==> config.mk <==
export PLATFORM = sky130hd
export DESIGN_NAME = qph_div
export DESIGN_NICKNAME = d
export VERILOG_FILES = /design/src/sv/qph_div.sv
export SDC_FILE = /design/constraint.sdc
export NUM_CORES = 1
export LEC_CHECK = 0
export BUFFER_PORTS_ARGS = -buffer_cell sky130_fd_sc_hd__buf_2
export CAP_MARGIN = 20
export CORE_MARGIN = 8
export CORE_UTILIZATION = 45
export CTS_BUF_LIST = sky130_fd_sc_hd__clkbuf_4
export DETAILED_ROUTE_END_ITERATION = 8
export PLACE_DENSITY = 0.67
export SYNTH_ARGS = -nofsm -noshare
export SYNTH_HDL_FRONTEND = slang
export SYNTH_SLANG_ARGS = --single-unit
export TNS_END_PERCENT = 5
==> constraint.sdc <==
create_clock -name clk -period 3.8 [get_ports clk]
set_input_delay 0.19 -clock clk [delete_from_list [all_inputs] [get_ports clk]]
set_output_delay 0.19 -clock clk [all_outputs]
set_load 0.02 [all_outputs]
==> src/sv/qph_div.sv <==
// Bit-serial restoring divider, one quotient bit a cycle; only the remainder is kept.
// Standalone; used by the top level for both hash reductions.
module qph_div #(
    parameter int NUM_W = 31,
    parameter int DEN_W = 11
) (
    input  logic             clk,
    input  logic             rst_n,
    input  logic             go,
    input  logic [NUM_W-1:0] num,
    input  logic [DEN_W-1:0] den,
    output logic             done,
    output logic [DEN_W-1:0] rem
);

    localparam int CW = $clog2(NUM_W + 1);

    logic             run_reg;
    logic             done_reg;
    logic [CW-1:0]    cnt_reg;
    logic [NUM_W-1:0] num_reg;
    logic [DEN_W-1:0] den_reg;
    logic [DEN_W-1:0] rem_reg;
    logic [DEN_W-1:0] rem_next;
    logic [DEN_W:0]   trial;

    always_comb
    begin
        trial = {rem_reg, num_reg[NUM_W-1]};
        if (trial >= {1'b0, den_reg})
        begin
            rem_next = DEN_W'(trial - {1'b0, den_reg});
        end
        else
        begin
            rem_next = DEN_W'(trial);
        end
    end

    always_ff @(posedge clk or negedge rst_n)
    begin
        if (!rst_n)
        begin
            run_reg  <= 1'b0;
            done_reg <= 1'b0;
            cnt_reg  <= '0;
        end
        else
        begin
            done_reg <= 1'b0;
            if (go)
            begin
                run_reg <= 1'b1;
                cnt_reg <= CW'(NUM_W);
            end
            else if (run_reg)
            begin
                cnt_reg <= cnt_reg - 1'b1;
                if (cnt_reg == CW'(1))
                begin
                    run_reg  <= 1'b0;
                    done_reg <= 1'b1;
                end
            end
        end
    end

    always_ff @(posedge clk)
    begin
        if (go)
        begin
            num_reg <= num;
            den_reg <= den;
            rem_reg <= '0;
        end
        else if (run_reg)
        begin
            num_reg <= num_reg << 1;
            rem_reg <= rem_next;
        end
    end

    assign done = done_reg;
    assign rem  = rem_reg;

endmodule

==> reports/results.tsv <==
metric	value	unit
initial core utilization	45.7	%
Final TNS setup	0	ns
clk sinks	60	
ANT nets after route	0	
share of the synthesized area in the top cell type	41.1	%
first-pass detailed-route iteration total	6	
first-pass GRT wire length	10000	um
post-route cell area	3680	um2
CTS tree	yes	
max-slew violations	0	
Least-Margin Pin Slew	0.660	ns
cts hold-fix bufs	12	
Final Hold Viols	0	
worst min-delay path endpoint	num_reg[0]$_SDFFCE_PN0P_	
min-delay src	num[0]	
full die area	9730	um2
Worst Skew	0.0178	ns
kind of end point of the critical path	flip-flop	
nets in the synthesized netlist	309	
FILL cells	601	
initial antenna violation count	0	
Cells after Synth	250	
drc violations	0	
GRT Overall Usage	12.9	%
Synth area leaders	edfxtp_1 (41%), mux2_2 (11%), dfxtp_1 (7.2%)	
Multi-input gate area	1290	um2
status	completed	
leading area contributor after synthesis	edfxtp_1	
Ports	57	
Reg area	1660	um2
most frequent cells in the layout	buf_2 (56), edfxtp_1 (42), mux2_2 (30)	
cts repair resizes	0	
worst reg-to-reg setup slack	0.95	ns
H-tree Lvls	3	
Worst Path Arrival	3.16	ns
antenna cells	0	
commonest non-fill, non-tap cell in the layout	buf_2	
Detailed Route Iter0 Violations	82	
RSZ-0062 raised after global routing	false	
GRT overflow	0	
Area growth syn-to-layout	20.0	%
WHS Path Cells	2	
largest net degree at the start of global routing	33	
synthesized area per cell	12.3	um2
Layout Nets	379	
reg2reg end	rem[0]$_SDFFE_PP0P_	
EDFF count, synth	42	
Synth Flop Type	edfxtp_1	
GPL Wtd Cong	0.827	
Max Cap Viol	0	
Slew HR	56.0	%
setup violators final	0	
Port Buffers	56	
layout cells sized above 1	34.2	%
synthesized cell area	3070	um2
Ys Warns	0	
clock latency on the worst-skew pair	0.39	ns
fin crit period	2.85	ns
DR WL met2	2620	um
fmax	351	MHz
Peak VDD IR	295	uV
Worst setup SP type	flip-flop	
top sig layer	met4	
Worst Path Class, Setup	flip-flop to flip-flop	
Clk pin slew, worst setup/hold paths	0.11	ns
M1 wire length	2700	um
Vias/cell	5.14	
FP Rows	30	
number of CTS-inserted buffers	9	
Clock Tree Buf Depth	2	
Root Buffer	clkbuf_4	
Async SR Flop Fraction	11.7	%
Min-Delay Path Class	input port to flip-flop	
chip height	98.6	um
DP Area	3410	um2
DR WL met3	443	um
drt total wl	5850	um
Tot Pwr	2.18	mW
number of flip-flops under the largest register name	31	
Worst R2R Path Depth	9	
final period utilization	74.9	%
Worst R2R Start	num_reg[30]$_DFFE_PP_	
vias in the first global route	2173	
required time worst endpoint	4.11	ns
Yosys cell types	51	
PD cells	591	nW/um2
setup bufs post-CTS	0	
leak pwr	1.60	nW
Die W	98.6	um
flops & latches, synth	60	
Crit Path Max Fanout	15	
register area share after synthesis	53.9	%
DR vias	2083	
Post-DP HPWL	4210	um
area of the core	6720	um2
drt wl/cell	14.4	um
-- final cells by class --
class,count,share of cell area (%)
Multi-Input combinational cell,161,34.9
Clock buffer,11,2.24
Timing Repair Buffer,70,11.3
Sequential cell,60,45.0
Clock inverter,5,2.07
Tap cell,80,2.72
Inverter,18,1.83
-- worst max-delay path by stage --
stage | start | endpoint | slack [ns] | cells after the start
2_1_floorplan | rem[0]$_SDFFE_PP0P_ | rem[0]$_SDFFE_PP0P_ | 1.42 | 9
3_3_place_gp | num_reg[30]$_DFFE_PP_ | rem[0]$_SDFFE_PP0P_ | 1.07 | 9
3_5_place_dp | num_reg[30]$_DFFE_PP_ | rem[0]$_SDFFE_PP0P_ | 0.99 | 9
4_1_cts | num_reg[30]$_DFFE_PP_ | rem[0]$_SDFFE_PP0P_ | 0.92 | 9
5_1_grt | num_reg[30]$_DFFE_PP_ | rem[0]$_SDFFE_PP0P_ | 0.75 | 9
6_report | num_reg[30]$_DFFE_PP_ | rem[0]$_SDFFE_PP0P_ | 0.95 | 9
-- synth_stat cells (2+ instances only) --
cell / number
and3_1: 2
a21o_1: 3
o21a_1: 4
edfxtp_1: 42
nand2_1: 11
clkbuf_1: 8
a211oi_1: 2
nor4b_1: 2
nand2b_1: 8
dfxtp_1: 11
o22ai_1: 2
o31ai_1: 3
ha_1: 13
dfrtp_1: 7
inv_1: 18
mux2i_1: 7
nor2_1: 18
a21oi_1: 5
nand3_1: 4
o211ai_1: 2
nand3b_1: 2
nor3_1: 3
xor2_1: 2
a211o_1: 2
o21ai_0: 9
mux2_2: 30
a211oi_2: 2
xnor2_1: 5
-- stage by stage --
step	hold slack (ns)	util [%]	std cells	setup slack (ns)
floorplan	-0.106	-	250	1.42
global placement	0.0297	50.7	377	1.07
detailed placement	0.0323	50.7	377	0.988
CTS	0.0350	54.8	405	0.917
global route	0.0460	54.8	405	0.747
finish	0.0692	54.8	405	0.954
-- logic make-up (layout without fill, tap and decap cells) --
family | Yosys count | count (layout) | share of synthesized area [%]
flip-flops | 60 | 60 | 53.9
AND/OR/NAND/NOR | 60 | 60 | 10.5
AO/OA/AOI/OAI | 42 | 42 | 9.65
multiplexers | 38 | 38 | 13.8
buffers and inverters | 29 | 104 | 4.20
adder cells (fa/ha/maj) | 14 | 14 | 5.95
XOR/XNOR | 7 | 7 | 2.00
-- worst max-delay path: stages, from the launching register on --
cell,delay [ns]
edfxtp_1,0.35
inv_1,0.06
ha_1,0.22
fa_1,0.39
nand2b_1,0.18
a21oi_1,0.22
o2111a_1,0.25
a211o_1,0.54
mux2_4,0.36
a211oi_2,0.21
-- where the power goes --
group / internal (mW) / total [mW] / switching (mW)
combinational: 0.366 / 0.800 / 0.435
sequential: 0.802 / 0.869 / 0.0675
clock: 0.279 / 0.510 / 0.231
total: 1.45 / 2.18 / 0.733
-- routing by layer --
| metal | track usage [%] | vias up |
|---|---|---|
| met1 | 15.3 | 973 |
| li1 | - | 1056 |
| met5 | 0 | - |
| met2 | 19.6 | 46 |
| met4 | 6.02 | 0 |
| met3 | 5.64 | 8 |
(Power assumes the default switching activity.)
